$ cat src/hdl/ccsc_pkg.sv
package ccsc_pkg;

	// fixed field widths
	localparam int YEAR_W        = 16;
	localparam int YEAR_BITS_DEF = 16;

	// item codes
	typedef enum logic [1:0] {
		MODE_LOAD = 2'd0,
		MODE_FWD  = 2'd1,
		MODE_BACK = 2'd2
	} mode_t;

	typedef enum logic [1:0] {
		UNIT_SEC  = 2'd0,
		UNIT_MIN  = 2'd1,
		UNIT_HOUR = 2'd2,
		UNIT_DAY  = 2'd3
	} unit_t;

	// field limits
	localparam logic [5:0]  SEC_MAX    = 6'd59;
	localparam logic [5:0]  MIN_MAX    = 6'd59;
	localparam logic [4:0]  HOUR_MAX   = 5'd23;
	localparam logic [4:0]  DAY_MAX    = 5'd31;
	localparam logic [3:0]  MONTH_MAX  = 4'd12;
	localparam logic [15:0] RESET_YEAR = 16'd1970;

	// multiplicative inverse of 25 modulo 2^16, for the divisibility test
	localparam logic [15:0] INV25 = 16'h5C29;
	localparam int          DIV25 = 25;

	// input item
	typedef struct packed {
		logic [1:0]  mode;
		logic [1:0]  unit;
		logic [7:0]  load_second;
		logic [7:0]  load_minute;
		logic [7:0]  load_hour;
		logic [7:0]  load_day;
		logic [7:0]  load_month;
		logic [15:0] load_year;
	} in_item_t;

	// result item
	typedef struct packed {
		logic [5:0]  second;
		logic [5:0]  minute;
		logic [4:0]  hour;
		logic [4:0]  day;
		logic [3:0]  month;
		logic [15:0] year;
		logic        leap_year;
	} out_item_t;

	// time and date without the year
	typedef struct packed {
		logic [5:0] sec;
		logic [5:0] min;
		logic [4:0] hour;
		logic [4:0] day;
		logic [3:0] month;
		logic       leap;
	} cal_t;

	// days in a month, february follows the leap flag
	function automatic logic [4:0] month_days(input logic [3:0] month, input logic leap);
		logic [4:0] days;
		case (month)
			4'd2: begin
				days = leap ? 5'd29 : 5'd28;
			end
			4'd4, 4'd6, 4'd9, 4'd11: begin
				days = 5'd30;
			end
			default: begin
				days = 5'd31;
			end
		endcase
		return days;
	endfunction

endpackage

$ cat src/hdl/ccsc_if.sv
// command channel
interface ccsc_cmd_if;
	logic                valid;
	logic                ready;
	ccsc_pkg::in_item_t  item;

	modport source (output valid, output item, input ready);
	modport sink (input valid, input item, output ready);
endinterface

// result channel
interface ccsc_res_if;
	logic                valid;
	logic                ready;
	ccsc_pkg::out_item_t item;

	modport source (output valid, output item, input ready);
	modport sink (input valid, input item, output ready);
endinterface

$ cat src/hdl/ccsc_step.sv
module ccsc_step #(
	parameter int YEAR_BITS = ccsc_pkg::YEAR_BITS_DEF
) (
	input  ccsc_pkg::in_item_t   item,
	input  ccsc_pkg::cal_t       cur,
	input  logic [YEAR_BITS-1:0] cur_year,
	output ccsc_pkg::cal_t       nxt,
	output logic [YEAR_BITS-1:0] nxt_year
);

	localparam logic [YEAR_BITS-1:0] INV25_W     = ccsc_pkg::INV25[YEAR_BITS-1:0];
	localparam logic [YEAR_BITS-1:0] DIV25_LIMIT =
		YEAR_BITS'(((1 << YEAR_BITS) - 1) / ccsc_pkg::DIV25);

	ccsc_pkg::cal_t       body;
	logic [YEAR_BITS-1:0] year_d;
	logic [YEAR_BITS-1:0] year_prod;
	logic                 by25;
	logic                 leap_d;
	logic                 c_min;
	logic                 c_hour;
	logic                 c_day;
	logic                 c_mon;
	logic [4:0]           last;
	logic [3:0]           prev_month;

	// next date and time, carries and borrows ripple from the chosen unit
	always_comb begin
		body       = cur;
		year_d     = cur_year;
		c_min      = 1'b0;
		c_hour     = 1'b0;
		c_day      = 1'b0;
		c_mon      = 1'b0;
		last       = ccsc_pkg::month_days(cur.month, cur.leap);
		prev_month = (cur.month == 4'd1) ? ccsc_pkg::MONTH_MAX : cur.month - 4'd1;
		case (item.mode)
			ccsc_pkg::MODE_LOAD: begin
				body.sec  = (item.load_second > 8'(ccsc_pkg::SEC_MAX)) ?
					ccsc_pkg::SEC_MAX : item.load_second[5:0];
				body.min  = (item.load_minute > 8'(ccsc_pkg::MIN_MAX)) ?
					ccsc_pkg::MIN_MAX : item.load_minute[5:0];
				body.hour = (item.load_hour > 8'(ccsc_pkg::HOUR_MAX)) ?
					ccsc_pkg::HOUR_MAX : item.load_hour[4:0];
				if (item.load_day == 8'd0) begin
					body.day = 5'd1;
				end else if (item.load_day > 8'(ccsc_pkg::DAY_MAX)) begin
					body.day = ccsc_pkg::DAY_MAX;
				end else begin
					body.day = item.load_day[4:0];
				end
				if (item.load_month == 8'd0) begin
					body.month = 4'd1;
				end else if (item.load_month > 8'(ccsc_pkg::MONTH_MAX)) begin
					body.month = ccsc_pkg::MONTH_MAX;
				end else begin
					body.month = item.load_month[3:0];
				end
				year_d = item.load_year[YEAR_BITS-1:0];
			end
			ccsc_pkg::MODE_FWD: begin
				// seconds
				if (item.unit == ccsc_pkg::UNIT_SEC) begin
					body.sec = (cur.sec >= ccsc_pkg::SEC_MAX) ? 6'd0 : cur.sec + 6'd1;
				end
				c_min = (item.unit == ccsc_pkg::UNIT_MIN) ||
					((item.unit == ccsc_pkg::UNIT_SEC) && (cur.sec >= ccsc_pkg::SEC_MAX));
				// minutes
				if (c_min) begin
					body.min = (cur.min >= ccsc_pkg::MIN_MAX) ? 6'd0 : cur.min + 6'd1;
				end
				c_hour = (item.unit == ccsc_pkg::UNIT_HOUR) ||
					(c_min && (cur.min >= ccsc_pkg::MIN_MAX));
				// hours
				if (c_hour) begin
					body.hour = (cur.hour >= ccsc_pkg::HOUR_MAX) ? 5'd0 : cur.hour + 5'd1;
				end
				c_day = (item.unit == ccsc_pkg::UNIT_DAY) ||
					(c_hour && (cur.hour >= ccsc_pkg::HOUR_MAX));
				// days, an over-long loaded day also rolls to the next month
				if (c_day) begin
					if (cur.day >= last) begin
						body.day = 5'd1;
						c_mon    = 1'b1;
					end else begin
						body.day = cur.day + 5'd1;
					end
				end
				// months and year
				if (c_mon) begin
					if (cur.month >= ccsc_pkg::MONTH_MAX) begin
						body.month = 4'd1;
						year_d     = cur_year + YEAR_BITS'(1);
					end else begin
						body.month = cur.month + 4'd1;
					end
				end
			end
			ccsc_pkg::MODE_BACK: begin
				// seconds
				if (item.unit == ccsc_pkg::UNIT_SEC) begin
					body.sec = (cur.sec == 6'd0) ? ccsc_pkg::SEC_MAX : cur.sec - 6'd1;
				end
				c_min = (item.unit == ccsc_pkg::UNIT_MIN) ||
					((item.unit == ccsc_pkg::UNIT_SEC) && (cur.sec == 6'd0));
				// minutes
				if (c_min) begin
					body.min = (cur.min == 6'd0) ? ccsc_pkg::MIN_MAX : cur.min - 6'd1;
				end
				c_hour = (item.unit == ccsc_pkg::UNIT_HOUR) ||
					(c_min && (cur.min == 6'd0));
				// hours
				if (c_hour) begin
					body.hour = (cur.hour == 5'd0) ? ccsc_pkg::HOUR_MAX : cur.hour - 5'd1;
				end
				c_day = (item.unit == ccsc_pkg::UNIT_DAY) ||
					(c_hour && (cur.hour == 5'd0));
				// days, a borrow lands on the last day of the previous month
				if (c_day) begin
					if (cur.day == 5'd1) begin
						body.month = prev_month;
						body.day   = ccsc_pkg::month_days(prev_month, cur.leap);
						if (cur.month == 4'd1) begin
							year_d = cur_year - YEAR_BITS'(1);
						end
					end else begin
						body.day = cur.day - 5'd1;
					end
				end
			end
			default: begin
			end
		endcase
	end

	// leap test: divisible by 4, and by 16 whenever divisible by 25
	assign year_prod = year_d * INV25_W;
	assign by25      = (year_prod <= DIV25_LIMIT);
	assign leap_d    = (year_d[1:0] == 2'b00) && (!by25 || (year_d[3:0] == 4'b0000));

	assign nxt = '{
		sec:   body.sec,
		min:   body.min,
		hour:  body.hour,
		day:   body.day,
		month: body.month,
		leap:  leap_d
	};
	assign nxt_year = year_d;

endmodule

$ cat src/hdl/calendar_clock_step_counter_top.sv
// Calendar clock step counter. Holds second, minute, hour, day, month, a
// YEAR_BITS-bit year and its Gregorian leap flag; each command item loads a
// clamped date-time or steps it one second, minute, hour or day forward or
// back, and every item returns one result item with the value after it.
// Throughput is one item per clock while the result side keeps up: an
// item is held in the input register, then the whole carry or borrow chain
// and the leap test (one YEAR_BITS-wide multiply by the inverse of 25) run
// combinationally into the state and result registers, so a result is
// offered from the result register. The input stalls only while both the
// input and the result register hold an item and the result is not taken.
// After reset the value is 00:00:00 on January 1, 1970.
module calendar_clock_step_counter_top #(
	parameter int YEAR_BITS = ccsc_pkg::YEAR_BITS_DEF
) (
	input  logic          clk,
	input  logic          arst_n,
	ccsc_cmd_if.sink      cmd,
	ccsc_res_if.source    res
);

	logic                 valid_s1;
	ccsc_pkg::in_item_t   item_s1;
	ccsc_pkg::cal_t       cal_q;
	logic [YEAR_BITS-1:0] year_q;
	ccsc_pkg::cal_t       cal_d;
	logic [YEAR_BITS-1:0] year_d;
	logic                 res_valid_q;
	ccsc_pkg::out_item_t  res_item_q;
	logic [ccsc_pkg::YEAR_W-1:0] year_ext;
	logic                 advance;

	// the held item moves on when the result register is free or drains
	assign advance   = valid_s1 && (!res_valid_q || res.ready);
	assign cmd.ready = !valid_s1 || advance;

	// input register
	always_ff @(posedge clk or negedge arst_n) begin
		if (!arst_n) begin
			valid_s1 <= 1'b0;
		end else if (cmd.ready) begin
			valid_s1 <= cmd.valid;
		end
	end

	always_ff @(posedge clk) begin
		if (cmd.valid && cmd.ready) begin
			item_s1 <= cmd.item;
		end
	end

	// next value
	ccsc_step #(
		.YEAR_BITS (YEAR_BITS)
	) u_step (
		.item     (item_s1),
		.cur      (cal_q),
		.cur_year (year_q),
		.nxt      (cal_d),
		.nxt_year (year_d)
	);

	// calendar state
	always_ff @(posedge clk or negedge arst_n) begin
		if (!arst_n) begin
			cal_q  <= '{sec: 6'd0, min: 6'd0, hour: 5'd0, day: 5'd1, month: 4'd1,
				leap: 1'b0};
			year_q <= ccsc_pkg::RESET_YEAR[YEAR_BITS-1:0];
		end else if (advance) begin
			cal_q  <= cal_d;
			year_q <= year_d;
		end
	end

	// year widened to the result field
	always_comb begin
		year_ext                = '0;
		year_ext[YEAR_BITS-1:0] = year_d;
	end

	// result register
	always_ff @(posedge clk or negedge arst_n) begin
		if (!arst_n) begin
			res_valid_q <= 1'b0;
		end else if (advance) begin
			res_valid_q <= 1'b1;
		end else if (res.ready) begin
			res_valid_q <= 1'b0;
		end
	end

	always_ff @(posedge clk) begin
		if (advance) begin
			res_item_q <= '{
				second:    cal_d.sec,
				minute:    cal_d.min,
				hour:      cal_d.hour,
				day:       cal_d.day,
				month:     cal_d.month,
				year:      year_ext,
				leap_year: cal_d.leap
			};
		end
	end

	assign res.valid = res_valid_q;
	assign res.item  = res_item_q;

endmodule

$ cat src/flat_wrapper.sv
// flat-port wrapper written by rule: the top's interface ports become plain ports
module calendar_clock_step_counter_top_flat 
#(
	parameter int YEAR_BITS = ccsc_pkg::YEAR_BITS_DEF
)
  (clk, arst_n, cmd_valid, cmd_item, cmd_ready, res_valid, res_item, res_ready);
  ccsc_cmd_if cmd_i ();
  ccsc_res_if res_i ();
  input  logic clk;
  input  logic arst_n;
  input wire logic [$bits(cmd_i.valid)-1:0] cmd_valid;
  input wire logic [$bits(cmd_i.item)-1:0] cmd_item;
  output wire logic [$bits(cmd_i.ready)-1:0] cmd_ready;
  output wire logic [$bits(res_i.valid)-1:0] res_valid;
  output wire logic [$bits(res_i.item)-1:0] res_item;
  input wire logic [$bits(res_i.ready)-1:0] res_ready;
  assign cmd_i.valid = cmd_valid;
  assign cmd_i.item = cmd_item;
  assign cmd_ready = cmd_i.ready;
  assign res_valid = res_i.valid;
  assign res_item = res_i.item;
  assign res_i.ready = res_ready;
  calendar_clock_step_counter_top #(.YEAR_BITS(YEAR_BITS)) u_core (.clk(clk), .arst_n(arst_n), .cmd(cmd_i), .res(res_i));
endmodule
$ cat config.mk
export PLATFORM = sky130hd
export DESIGN_NAME = calendar_clock_step_counter_top_flat
export DESIGN_NICKNAME = d
export VERILOG_FILES = /design/src/hdl/ccsc_pkg.sv /design/src/hdl/ccsc_if.sv /design/src/hdl/ccsc_step.sv /design/src/hdl/calendar_clock_step_counter_top.sv /design/src/flat_wrapper.sv
export SDC_FILE = /design/constraint.sdc
export NUM_CORES = 1
export LEC_CHECK = 0
export BUFFER_PORTS_ARGS = -buffer_cell sky130_fd_sc_hd__buf_4
export CAP_MARGIN = 30
export CORE_MARGIN = 3
export CORE_UTILIZATION = 45
export DETAILED_ROUTE_END_ITERATION = 16
export PLACE_DENSITY = 0.64
export RECOVER_POWER = 50
export SETUP_SLACK_MARGIN = 0.4
export SYNTH_ARGS = -nofsm -noshare
export SYNTH_HDL_FRONTEND = slang
export SYNTH_SLANG_ARGS = --single-unit
$ cat constraint.sdc
create_clock -name clk -period 9.55 [get_ports clk]
set_clock_uncertainty 0.15 [all_clocks]
set_input_delay 1.4325 -clock clk [delete_from_list [all_inputs] [get_ports clk]]
set_output_delay 1.4325 -clock clk [all_outputs]
set_load 0.05 [all_outputs]
==> out/qor.csv, run 1 <==
stage;metric;value;unit
outcome;status;finished, violations left;
outcome;violated checks;capacitance limit, slew limit;
detailed_routing;First-pass DRT Iterations;5;
layout;diodes inserted;0;
placed_design;dpl cells;1362;
clocking;clock buffers created by TritonCTS;17;
yosys;post-synth net total;1183;
floorplanning;chip width;154;microns
power_and_ir_drop;Static Leak;4.60;nW
layout;most common cell after layout, fill and taps aside;edfxtp_1;
clocking;Post-CTS Setup Inserts;0;
yosys;average size of a mapped cell;9.70;sq um
layout;filler cell count;1928;
sta;Slew HR;-128;%
yosys;sequential area share after synthesis;42.8;%
critical_path;CP most frequent cell;ha_1;
sta;min Tclk post-route;8330;ps
critical_path;delay-heaviest family, CP;adder cells;
floorplanning;I/O Pins;109;
yosys;Most used DFF post-synth;edfxtp_1;
sta;unrepaired setup endpoints after global routing;false;
power_and_ir_drop;Power Dens Cells;336;mW/mm^2
sta;Final WS setup;1220;ps
critical_path;CP max FO;10;
floorplanning;Die Ht;154;microns
layout;Final Net Count;1270;
grt;grt total ovfl;0;
yosys;top cells by area, synth;edfxtp_1 (31%), ha_1 (10%), dfrtp_1 (9.1%);
layout;utilization after layout;53.5;%
floorplanning;core region area;0.0213;sq mm
yosys;unique cell type count in the Yosys netlist;76;
clocking;post_cts resized;0;
layout;fraction of layout cells with a size suffix above 1;13.0;%
layout;area occupied by multi-input gates;0.00513;sq mm
clocking;worst-skew pair later-pin latency;440;ps
yosys;leading area contributor after synthesis;edfxtp_1;
floorplanning;Die ar.;0.0238;sq mm
placed_design;hpwl dp;18.2;mm
grt;initial antenna violation count;0;
detailed_routing;Via density;5.82;
clocking;clk root buf;clkbuf_16;
layout;most frequent cells in the layout;edfxtp_1 (103), nand2_1 (100), ha_1 (82);
job;max cap viols;2;
sta;Worst Tran Pin Value;3410;ps
yosys;Yosys reg bits;148;
clocking;clock slew at reported path FFs;60;ps
critical_path;Worst Path Required;9590;ps
detailed_routing;drt drc;0;
clocking;H-tree depth;4;
critical_path;Slowest cell on crit path;dfstp_2;
placed_design;Area after DPL;0.0109;sq mm
yosys;Syn Inst Count;1019;
detailed_routing;vias after detailed routing;8111;
layout;post-route cell area;0.0114;sq mm
layout;non-filler cells, final;1394;
sta;Final setup violation count;0;
sta;Peak Freq;0.120;GHz
grt;pin count of the biggest net entering global routing;61;
floorplanning;placement row count;53;
detailed_routing;WL per Instance;18.5;microns
critical_path;endpoint class of the critical path;flip-flop;
critical_path;highest cell delay on the worst timing path;620;ps
detailed_routing;number of antenna-violating nets in the routed design;0;
critical_path;CP Launch Type;flip-flop;
layout;FF+latch area;0.00423;sq mm
placed_design;pre-CTS worst setup slack;1360;ps
power_and_ir_drop;Max rail drop VDD;402;uV
grt;first-pass GRT wire length;41.1;mm
detailed_routing;detailed router's first-iteration violation count;552;
clocking;worst-case clock buffer depth;2;
critical_path;worst endpoint data arrival time;8370;ps
hold_path;worst min-delay path category;flip-flop to flip-flop;
yosys;Post-Syn Area;0.00989;sq mm
detailed_routing;routed wire length;25.8;mm
critical_path;worst path bufs/invs;5;
placed_design;Placer Congestion;0.893;
yosys;Ys Warns;0;
placed_design;port bufs;108;
grt;gr usage total;21.6;%
sta;TNS Setup;0;ps
sta;Slew Viols, Final;107;
sta;final hold violation count;0;
yosys;Post-synth EDFFs;103;
critical_path;WS Path Type;flip-flop to flip-flop;
floorplanning;initial core utilization;46.4;%
clocking;CTS tree;built;
grt;vias in the first global route;7809;
sta;post-route clock period utilization;87.2;%
yosys;asr flop ratio synth;30.4;%
yosys;Yosys top cell area share;31.3;%
clocking;clock sink count;148;
layout;Area Overhead vs Synth;15.1;%
clocking;Hold-fix buffers, CTS;0;
Yosys cell counts, types with 7 or more instances:
library cell  instances
edfxtp_1            103
nand2_1             100
ha_1                 82
o21ai_0              81
inv_1                78
nor2_1               74
a21oi_1              64
clkbuf_1             41
nor3_1               39
dfrtp_1              36
xnor2_1              26
fa_1                 18
nand3_1              15
nand4_1              15
a31oi_1              13
mux2_2               11
nor4_1               11
nand2b_1             10
or3_1                10
a211oi_1              9
and2_1                9
and3_1                9
dfstp_2               9
o211ai_1              9
o22ai_1               9
mux2i_1               8
xor2_1                8
buf_2                 7
metal layers:
layer	vias up	wire [microns]	GRT usage, %
met5	-	0	0
met4	0	581	6.06
met3	47	1600	4.50
met2	299	12000	34.5
met1	3856	11600	29.9
li1	3909	-	-
worst reg2reg max path: cells and delay by family, from the launching register on:
| kind | cells | cell delay (ps) |
|---|---|---|
| flops | 1 | 620 |
| simple gates | 9 | 2590 |
| buf+inv | 5 | 310 |
| mux | 1 | 90 |
| compound gates | 8 | 1190 |
| fa+ha+maj | 9 | 3140 |
final timing paths:
path	slack, ps	start	cells past startpoint	end
worst max register to register	1220	u_core.cal_q[1]	32	u_core.res.item[0]
worst min-delay path	350	u_core.valid_s1	1	u_core.res.valid
worst min register to register	350	u_core.valid_s1	1	u_core.res.valid
max in group asynchronous	5840	arst_n	1	u_core.year_q[3]
worst max-delay path	1220	u_core.cal_q[1]	32	u_core.res.item[0]
min in group asynchronous	1770	arst_n	1	u_core.cal_q[21]
logic make-up after synthesis:
family	Yosys count	synth area share, %
AND/OR/NAND/NOR	317	15.7
flip-flops	148	42.8
multiplexers	19	2.06
XOR/XNOR	34	3.01
adder cells (fa/ha/maj)	101	14.1
AO/OA/AOI/OAI	266	17.0
buffers and inverters	134	5.29
through the flow:
step           power, mW  hold slack, ps
2_1_floorplan       2.69             307
3_3_place_gp        3.09             317
3_5_place_dp        3.14             333
4_1_cts             3.86             341
5_1_grt             4.17             352
6_report            3.83             351
flip-flops by register name (all words and copies together) (netlist names):
name / count
u_core.item_s1: 60
u_core.res.item: 43
u_core.cal_q: 27
u_core.year_q: 16
u_core.res.valid: 1
u_core.valid_s1: 1
power breakdown:
group	internal, mW	switching [mW]
Combinational	0.956	1.20
Sequential	0.824	0.151
Clock	0.425	0.268
final cells by class:
| type | count | share of cell area [%] |
|---|---|---|
| Inverter | 79 | 2.62 |
| Sequential cell | 148 | 37.2 |
| Clock inverter | 12 | 1.34 |
| Clock buffer | 20 | 4.01 |
| Multi-Input combinational cell | 737 | 45.1 |
| Tap cell | 275 | 3.02 |
| Timing Repair Buffer | 123 | 6.73 |
Note: power is estimated with default switching activity, not from simulation.
==> run 2, diff against run 1 <==
--- a/config.mk
+++ b/config.mk
@@ -5,6 +5,7 @@
 export SDC_FILE = /design/constraint.sdc
 export NUM_CORES = 1
 export LEC_CHECK = 0
+export ABC_AREA = 1
 export BUFFER_PORTS_ARGS = -buffer_cell sky130_fd_sc_hd__buf_4
 export CAP_MARGIN = 30
 export CORE_MARGIN = 3
==> run 2 against run 1 <==
Cell count increased by 16%; final area increased by 4.0%; the flow still finishes with violations (capacitance limit, slew limit); area after synthesis increased by 5.5%; first-iteration DRC count increased by 14%; highest routed layer unchanged; die area increased by 5.3%; largest power group unchanged.
==> out/qor.csv, run 2 <==
stage;metric;value;unit;change
outcome;status;finished, violations left;;
outcome;violated checks;capacitance limit, slew limit;;
yosys;post-synth net total;1386;;+17%
yosys;Most used DFF post-synth;edfxtp_1;;
detailed_routing;routed wire length;27.3;mm;+6.0%
detailed_routing;number of antenna-violating nets in the routed design;0;;unchanged
yosys;Post-synth EDFFs;103;;unchanged
placed_design;port bufs;108;;unchanged
clocking;clock sink count;148;;unchanged
power_and_ir_drop;Power Dens Cells;341;mW/mm^2;+1.6%
yosys;Syn Inst Count;1222;;+20%
critical_path;CP max FO;20;;+10
floorplanning;I/O Pins;109;;unchanged
layout;post-route cell area;0.0118;sq mm;+4.0%
layout;max reg flops;60;;unchanged
yosys;leading area contributor after synthesis;edfxtp_1;;
clocking;clk root buf;clkbuf_16;;
layout;most common cell after layout, fill and taps aside;nand2_1;;
layout;fraction of layout cells with a size suffix above 1;14.1;%;+1.1 points
clocking;Post-CTS Setup Inserts;0;;unchanged
critical_path;worst endpoint data arrival time;8230;ps;-140 ps
sta;final hold violation count;0;;unchanged
floorplanning;Die Ht;158;microns;+2.6%
detailed_routing;Top Metal Used;met4;;
clocking;worst-case clock buffer depth;2;;unchanged
layout;Most flops, register;u_core.item_s1;;
grt;first-pass GRT wire length;44.0;mm;+7.2%
critical_path;CP Launch Type;flip-flop;;
layout;Area Overhead vs Synth;13.5;%;
layout;filler cell count;2192;;+14%
hold_path;worst min-delay path category;flip-flop to flip-flop;;
layout;utilization after layout;52.1;%;-1.3 points
detailed_routing;vias after detailed routing;8759;;+8.0%
clocking;clock buffers created by TritonCTS;17;;unchanged
sta;post-route clock period utilization;85.7;%;-1.5 points
sta;unrepaired setup endpoints after global routing;false;;
sta;Peak Freq;0.122;GHz;+1.7%
grt;gr usage total;22.6;%;+1.1 points
critical_path;endpoint class of the critical path;flip-flop;;
clocking;CTS tree;built;;
power_and_ir_drop;Static Leak;5.21;nW;+13%
floorplanning;core region area;0.0227;sq mm;+6.7%
critical_path;CP most frequent cell;inv_1;;
critical_path;FF-to-FF End;u_core.res.item[0];;
yosys;most frequent cell after synthesis;nand2_1;;
sta;Worst Tran Pin Value;3370;ps;-43.8 ps
sta;TNS Setup;0;ps;unchanged
grt;pin count of the biggest net entering global routing;79;;+30%
yosys;Yosys top cell area share;29.7;%;-1.6 points
yosys;average size of a mapped cell;8.54;sq um;-12%
detailed_routing;drt drc;0;;unchanged
critical_path;R2R setup slack;1360;ps;+140 ps
floorplanning;Die ar.;0.0250;sq mm;+5.3%
critical_path;R2R depth;34;;+6.3%
hold_path;Hold Crit Start;u_core.res.valid;;
sta;Slew Viols, Final;107;;unchanged
detailed_routing;Via density;5.43;;-6.6%
yosys;Post-Syn Area;0.0104;sq mm;+5.5%
yosys;Ys Warns;0;;unchanged
yosys;Post-synth top cells;nand2_1 (274), inv_1 (146), o21ai_0 (128);;
yosys;unique cell type count in the Yosys netlist;55;;-28%
clocking;post_cts resized;0;;unchanged
yosys;asr flop ratio synth;30.4;%;unchanged
clocking;H-tree depth;4;;unchanged
power_and_ir_drop;Max rail drop VDD;234;uV;-42%
yosys;top cells by area, synth;edfxtp_1 (30%), nand2_1 (9.9%), ha_1 (9.8%);;
placed_design;hpwl dp;19.8;mm;+8.4%
yosys;sequential area share after synthesis;40.6;%;-2.2 points
hold_path;Hold Path Depth;2;;+1
critical_path;Worst Path Required;9590;ps;about the same
detailed_routing;First-pass DRT Iterations;5;;unchanged
sta;Final setup violation count;0;;unchanged
clocking;worst-skew pair later-pin latency;430;ps;about the same
detailed_routing;met2 wire len;12.5;mm;+4.7%
grt;initial antenna violation count;0;;unchanged
floorplanning;chip width;158;microns;+2.6%
sta;Slew HR;-125;%;+2.9 points
detailed_routing;detailed router's first-iteration violation count;632;;+14%
critical_path;WS Path Type;flip-flop to flip-flop;;
layout;most frequent cells in the layout;nand2_1 (276), inv_1 (143), o21ai_0 (128);;
critical_path;highest cell delay on the worst timing path;550;ps;-70 ps
floorplanning;placement row count;55;;+3.8%
detailed_routing;metal3 WL;1.67;mm;+4.5%
sta;min Tclk post-route;8190;ps;-140 ps
layout;Final Net Count;1478;;+16%
clocking;Hold-fix buffers, CTS;0;;unchanged
critical_path;reg-to-reg startpoint;u_core.item_s1[56];;
placed_design;Area after DPL;0.0114;sq mm;+4.5%
yosys;Yosys reg bits;148;;unchanged
floorplanning;initial core utilization;45.9;%;-0.52 points
clocking;clock slew at reported path FFs;70;ps;about the same
power_and_ir_drop;Overall Power;4.04;mW;+5.7%
hold_path;Min-Delay Endpoint;u_core.res.valid;;
grt;grt total ovfl;0;;unchanged
job;max cap viols;2;;unchanged
critical_path;Slowest cell on crit path;nor2_1;;
layout;diodes inserted;0;;unchanged
placed_design;Placer Congestion;0.913;;+2.2%
detailed_routing;Metal-1 WL;12.6;mm;+8.5%
detailed_routing;WL per Instance;16.9;microns;-8.3%
grt;vias in the first global route;8446;;+8.2%
## run 2: cell types whose count changed after synthesis, moves of 20 or more
cell | before | now
nand2_1 | 100 | 274
inv_1 | 78 | 146
nand3_1 | 15 | 70
o21ai_0 | 81 | 128
clkbuf_1 | 41 | 19
nor3_1 | 39 | 19
xnor2_1 | 26 | 6
## run 2: routing by layer
metal / track usage [%] / up-vias
met3: 4.48 / 35
met4: 6.47 / 0
li1: - / 4346
met1: 31.4 / 4111
met2: 36.2 / 267
met5: 0 / -
## run 2: power by group
group / leakage [nW] / switching (mW) / internal (mW) / total [mW]
registers: 1.55 / 0.153 / 0.862 / 1.01
clock network: 0.273 / 0.291 / 0.355 / 0.646
logic: 3.39 / 1.51 / 0.868 / 2.38
## run 2: layout make-up
cell class	count	area, sq um	share of cell area (%)
Clock inverter	13	114	0.962
Sequential cell	148	4230	35.7
Clock buffer	19	453	3.83
Multi-Input combinational cell	875	5350	45.1
Tap cell	285	357	3.01
Inverter	156	587	4.96
Timing Repair Buffer	116	754	6.37
## run 2: cells by family (layout without fill, tap and decap cells)
group	after synthesis	count (layout)	synth area share, %
DFF	148	148	40.6
buffers and inverters	199	304	7.93
AOI/OAI and AO/OA	237	237	12.9
adders and majority gates	100	100	13.3
xor gates and xnor gates	22	22	1.85
and+or+nand+nor	516	516	23.4
## run 2: metrics by stage
step	setup slack, ps	std cells	hold slack (ps)
floorplan	2460	1222	321
global placement	1970	1580	370
detailed placement	1800	1580	377
CTS	1790	1612	392
global route	769	1612	434
finish	1360	1612	390
## run 2: worst max-delay path by stage
stage | start | endpoint | depth (start not counted)
final | u_core.item_s1[56] | u_core.res.item[0] | 34
after global routing | u_core.item_s1[56] | u_core.res.item[0] | 36
after CTS | u_core.cal_q[1] | u_core.res.item[0] | 38
after detailed placement | u_core.cal_q[1] | u_core.res.item[0] | 38
after global placement | u_core.cal_q[1] | u_core.res.item[0] | 36
after floorplan | u_core.cal_q[1] | u_core.res.item[0] | 37
## run 2: critical path: cells and delay by family (launching register included)
family                   cells  cell delay [ps]
flip-flops                   1              430
XOR/XNOR                     2              380
buffers and inverters        6              530
AO/OA/AOI/OAI                4              770
AND/OR/NAND/NOR             15             2960
adder cells (fa/ha/maj)      7             2690
==> run 3, diff against run 2 <==
--- a/config.mk
+++ b/config.mk
@@ -8,10 +8,12 @@
 export ABC_AREA = 1
 export BUFFER_PORTS_ARGS = -buffer_cell sky130_fd_sc_hd__buf_4
 export CAP_MARGIN = 30
+export CELL_PAD_IN_SITES_DETAIL_PLACEMENT = 1
+export CELL_PAD_IN_SITES_GLOBAL_PLACEMENT = 2
 export CORE_MARGIN = 3
-export CORE_UTILIZATION = 45
+export CORE_UTILIZATION = 37
 export DETAILED_ROUTE_END_ITERATION = 16
-export PLACE_DENSITY = 0.64
+export PLACE_DENSITY = 0.82
 export RECOVER_POWER = 50
 export SETUP_SLACK_MARGIN = 0.4
 export SYNTH_ARGS = -nofsm -noshare
==> run 3 against run 2 <==
Cell count rose by 5.4%; routed wire length rose by 15%; combinational power barely moved; via count rose by 0.92%; die area rose by 21%; count of clock-buffer cells in the layout fell by 1; register-to-register slack improved by 250 ps; the flow still finishes with violations (capacitance limit, slew limit).
==> out/qor.csv, run 3 (same netlist as run 2, synthesis figures left out) <==
stage;metric;value;unit;change
outcome;status;finished, violations left;;
outcome;violated checks;capacitance limit, slew limit;;
clocking;H-tree depth;4;;unchanged
floorplanning;Die ar.;0.0302;sq mm;+21%
clocking;worst-skew pair later-pin latency;430;ps;about the same
grt;pin count of the biggest net entering global routing;86;;+8.9%
floorplanning;chip width;174;microns;+9.9%
detailed_routing;number of antenna-violating nets in the routed design;0;;unchanged
sta;Slew HR;-137;%;-13 points
clocking;Hold-fix buffers, CTS;0;;unchanged
sta;TNS Setup;0;ps;unchanged
clocking;worst-case clock buffer depth;2;;unchanged
layout;diodes inserted;0;;unchanged
clocking;Post-CTS Setup Inserts;0;;unchanged
sta;post-route clock period utilization;83.1;%;-2.6 points
placed_design;pre-CTS worst setup slack;1680;ps;-128 ps
floorplanning;I/O Pins;109;;unchanged
layout;Final Net Count;1478;;unchanged
grt;vias in the first global route;9269;;+9.7%
clocking;post_cts resized;0;;unchanged
sta;Slew Viols, Final;107;;unchanged
detailed_routing;WL per Instance;18.5;microns;+9.0%
placed_design;Placer Congestion;0.836;;-8.4%
sta;unrepaired setup endpoints after global routing;false;;
placed_design;port bufs;108;;unchanged
grt;M1 GR Usage;29.3;%;-2.1 points
floorplanning;initial core utilization;38.2;%;-7.8 points
grt;initial antenna violation count;0;;unchanged
sta;Worst Tran Pin Value;3560;ps;+192 ps
critical_path;Worst Path Required;9590;ps;about the same
critical_path;CP max FO;12;;-40%
sta;min Tclk post-route;7940;ps;-248 ps
hold_path;worst min-delay path category;flip-flop to flip-flop;;
grt;M2 GR Usage;35.1;%;-1.1 points
clocking;clock sink count;148;;unchanged
sta;Final WS setup;1610;ps;+248 ps
power_and_ir_drop;Max rail drop VDD;255;uV;+8.7%
job;max cap viols;2;;unchanged
floorplanning;Die Ht;174;microns;+9.9%
layout;filler cell count;3313;;+51%
placed_design;hpwl dp;23.2;mm;+17%
layout;most frequent cells in the layout;nand2_1 (274), inv_1 (144), o21ai_0 (128);;
layout;max reg flops;60;;unchanged
layout;Most flops, register;u_core.item_s1;;
layout;Area Overhead vs Synth;14.1;%;
detailed_routing;vias after detailed routing;8840;;+0.92%
detailed_routing;drt drc;0;;unchanged
grt;grt total ovfl;0;;unchanged
clocking;clock buffers created by TritonCTS;17;;unchanged
critical_path;worst endpoint data arrival time;7980;ps;-250 ps
grt;gr usage total;20.9;%;-1.7 points
grt;first-pass GRT wire length;50.7;mm;+15%
critical_path;CP most frequent cell;inv_1;;
clocking;clk root buf;clkbuf_16;;
sta;Final setup violation count;0;;unchanged
critical_path;WS Path Type;flip-flop to flip-flop;;
detailed_routing;First-pass DRT Iterations;5;;unchanged
layout;fraction of layout cells with a size suffix above 1;13.0;%;-1.1 points
sta;final hold violation count;0;;unchanged
critical_path;Slowest cell on crit path;fa_1;;
critical_path;endpoint class of the critical path;flip-flop;;
detailed_routing;detailed router's first-iteration violation count;496;;-22%
critical_path;highest cell delay on the worst timing path;550;ps;about the same
detailed_routing;Via density;5.20;;-4.2%
clocking;CTS tree;built;;
layout;most common cell after layout, fill and taps aside;nand2_1;;
power_and_ir_drop;Static Leak;5.15;nW;-1.3%
sta;Peak Freq;0.126;GHz;+3.1%
floorplanning;core region area;0.0273;sq mm;+20%
grt;GRT busiest layer;met2;;
critical_path;CP Launch Type;flip-flop;;
grt;met3 track demand over resource;3.21;%;-1.3 points
power_and_ir_drop;Power Dens Cells;342;mW/mm^2;+0.24%
floorplanning;placement row count;60;;+9.1%
detailed_routing;routed wire length;31.4;mm;+15%
clocking;clock slew at reported path FFs;70;ps;about the same
==> run 3: changes by cell type in the layout (fill, tap and decap cells not counted), moves of 2 or more <==
cell | previous run | this run
clkbuf_4 | 55 | 58
clkbuf_1 | 31 | 50
nand2_1 | 276 | 274
buf_4 | 30 | 8
nand2_4 | 6 | 8
==> run 3: layout make-up <==
class	instances	area, sq um	share of cell area, %
tap	372	465	3.91
sequential	148	4230	35.6
clock inverter	14	118	0.988
multi-input combinational	875	5380	45.2
inverter	156	588	4.94
timing repair buffer	116	683	5.74
clock buffer	18	439	3.69
==> run 3: worst max-delay path: cells and delay by family, from the launching register on <==
family          cells  cell delay, ps
fa+ha+maj           9            3350
simple gates       10            1590
compound gates      6            1300
buf+inv             7             490
flops               1             420
xor+xnor            2             380
==> run 3: power breakdown <==
group | switching (mW) | internal [mW] | total [mW]
clock network | 0.314 | 0.348 | 0.662
logic | 1.54 | 0.855 | 2.39
registers | 0.159 | 0.861 | 1.02
total | 2.01 | 2.06 | 4.07
==> run 3: stage by stage <==
stage / instance area [sq um] / power (mW) / instances / hold slack (ps) / util, %
final: 11900 / 4.07 / 1699 / 402 / 43.5
after global routing: 11900 / 4.54 / 1699 / 437 / 43.5
after CTS: 12100 / 4.16 / 1699 / 405 / 44.2
after detailed placement: 11500 / 3.47 / 1667 / 387 / 42.2
after global placement: 11500 / 3.39 / 1667 / 366 / 42.2
after floorplan: 10400 / 2.85 / 1222 / 321 / -
==> run 3: final timing paths <==
kind	cells after the start	slack, ps	start	end
worst min register to register	2	400	u_core.res.valid	u_core.res.valid
max in group asynchronous	1	5500	arst_n	u_core.cal_q[21]
worst min-delay path	2	400	u_core.res.valid	u_core.res.valid
worst max-delay path	34	1610	u_core.cal_q[1]	u_core.res.item[0]
min in group asynchronous	1	1930	arst_n	u_core.cal_q[9]
worst max register to register	34	1610	u_core.cal_q[1]	u_core.res.item[0]
==> run 3: routing by layer <==
metal  vias up  wire (microns)
met3        21             928
met5         -               0
met2       144           14800
li1       4340               -
met4         0             250
met1      4335           15400
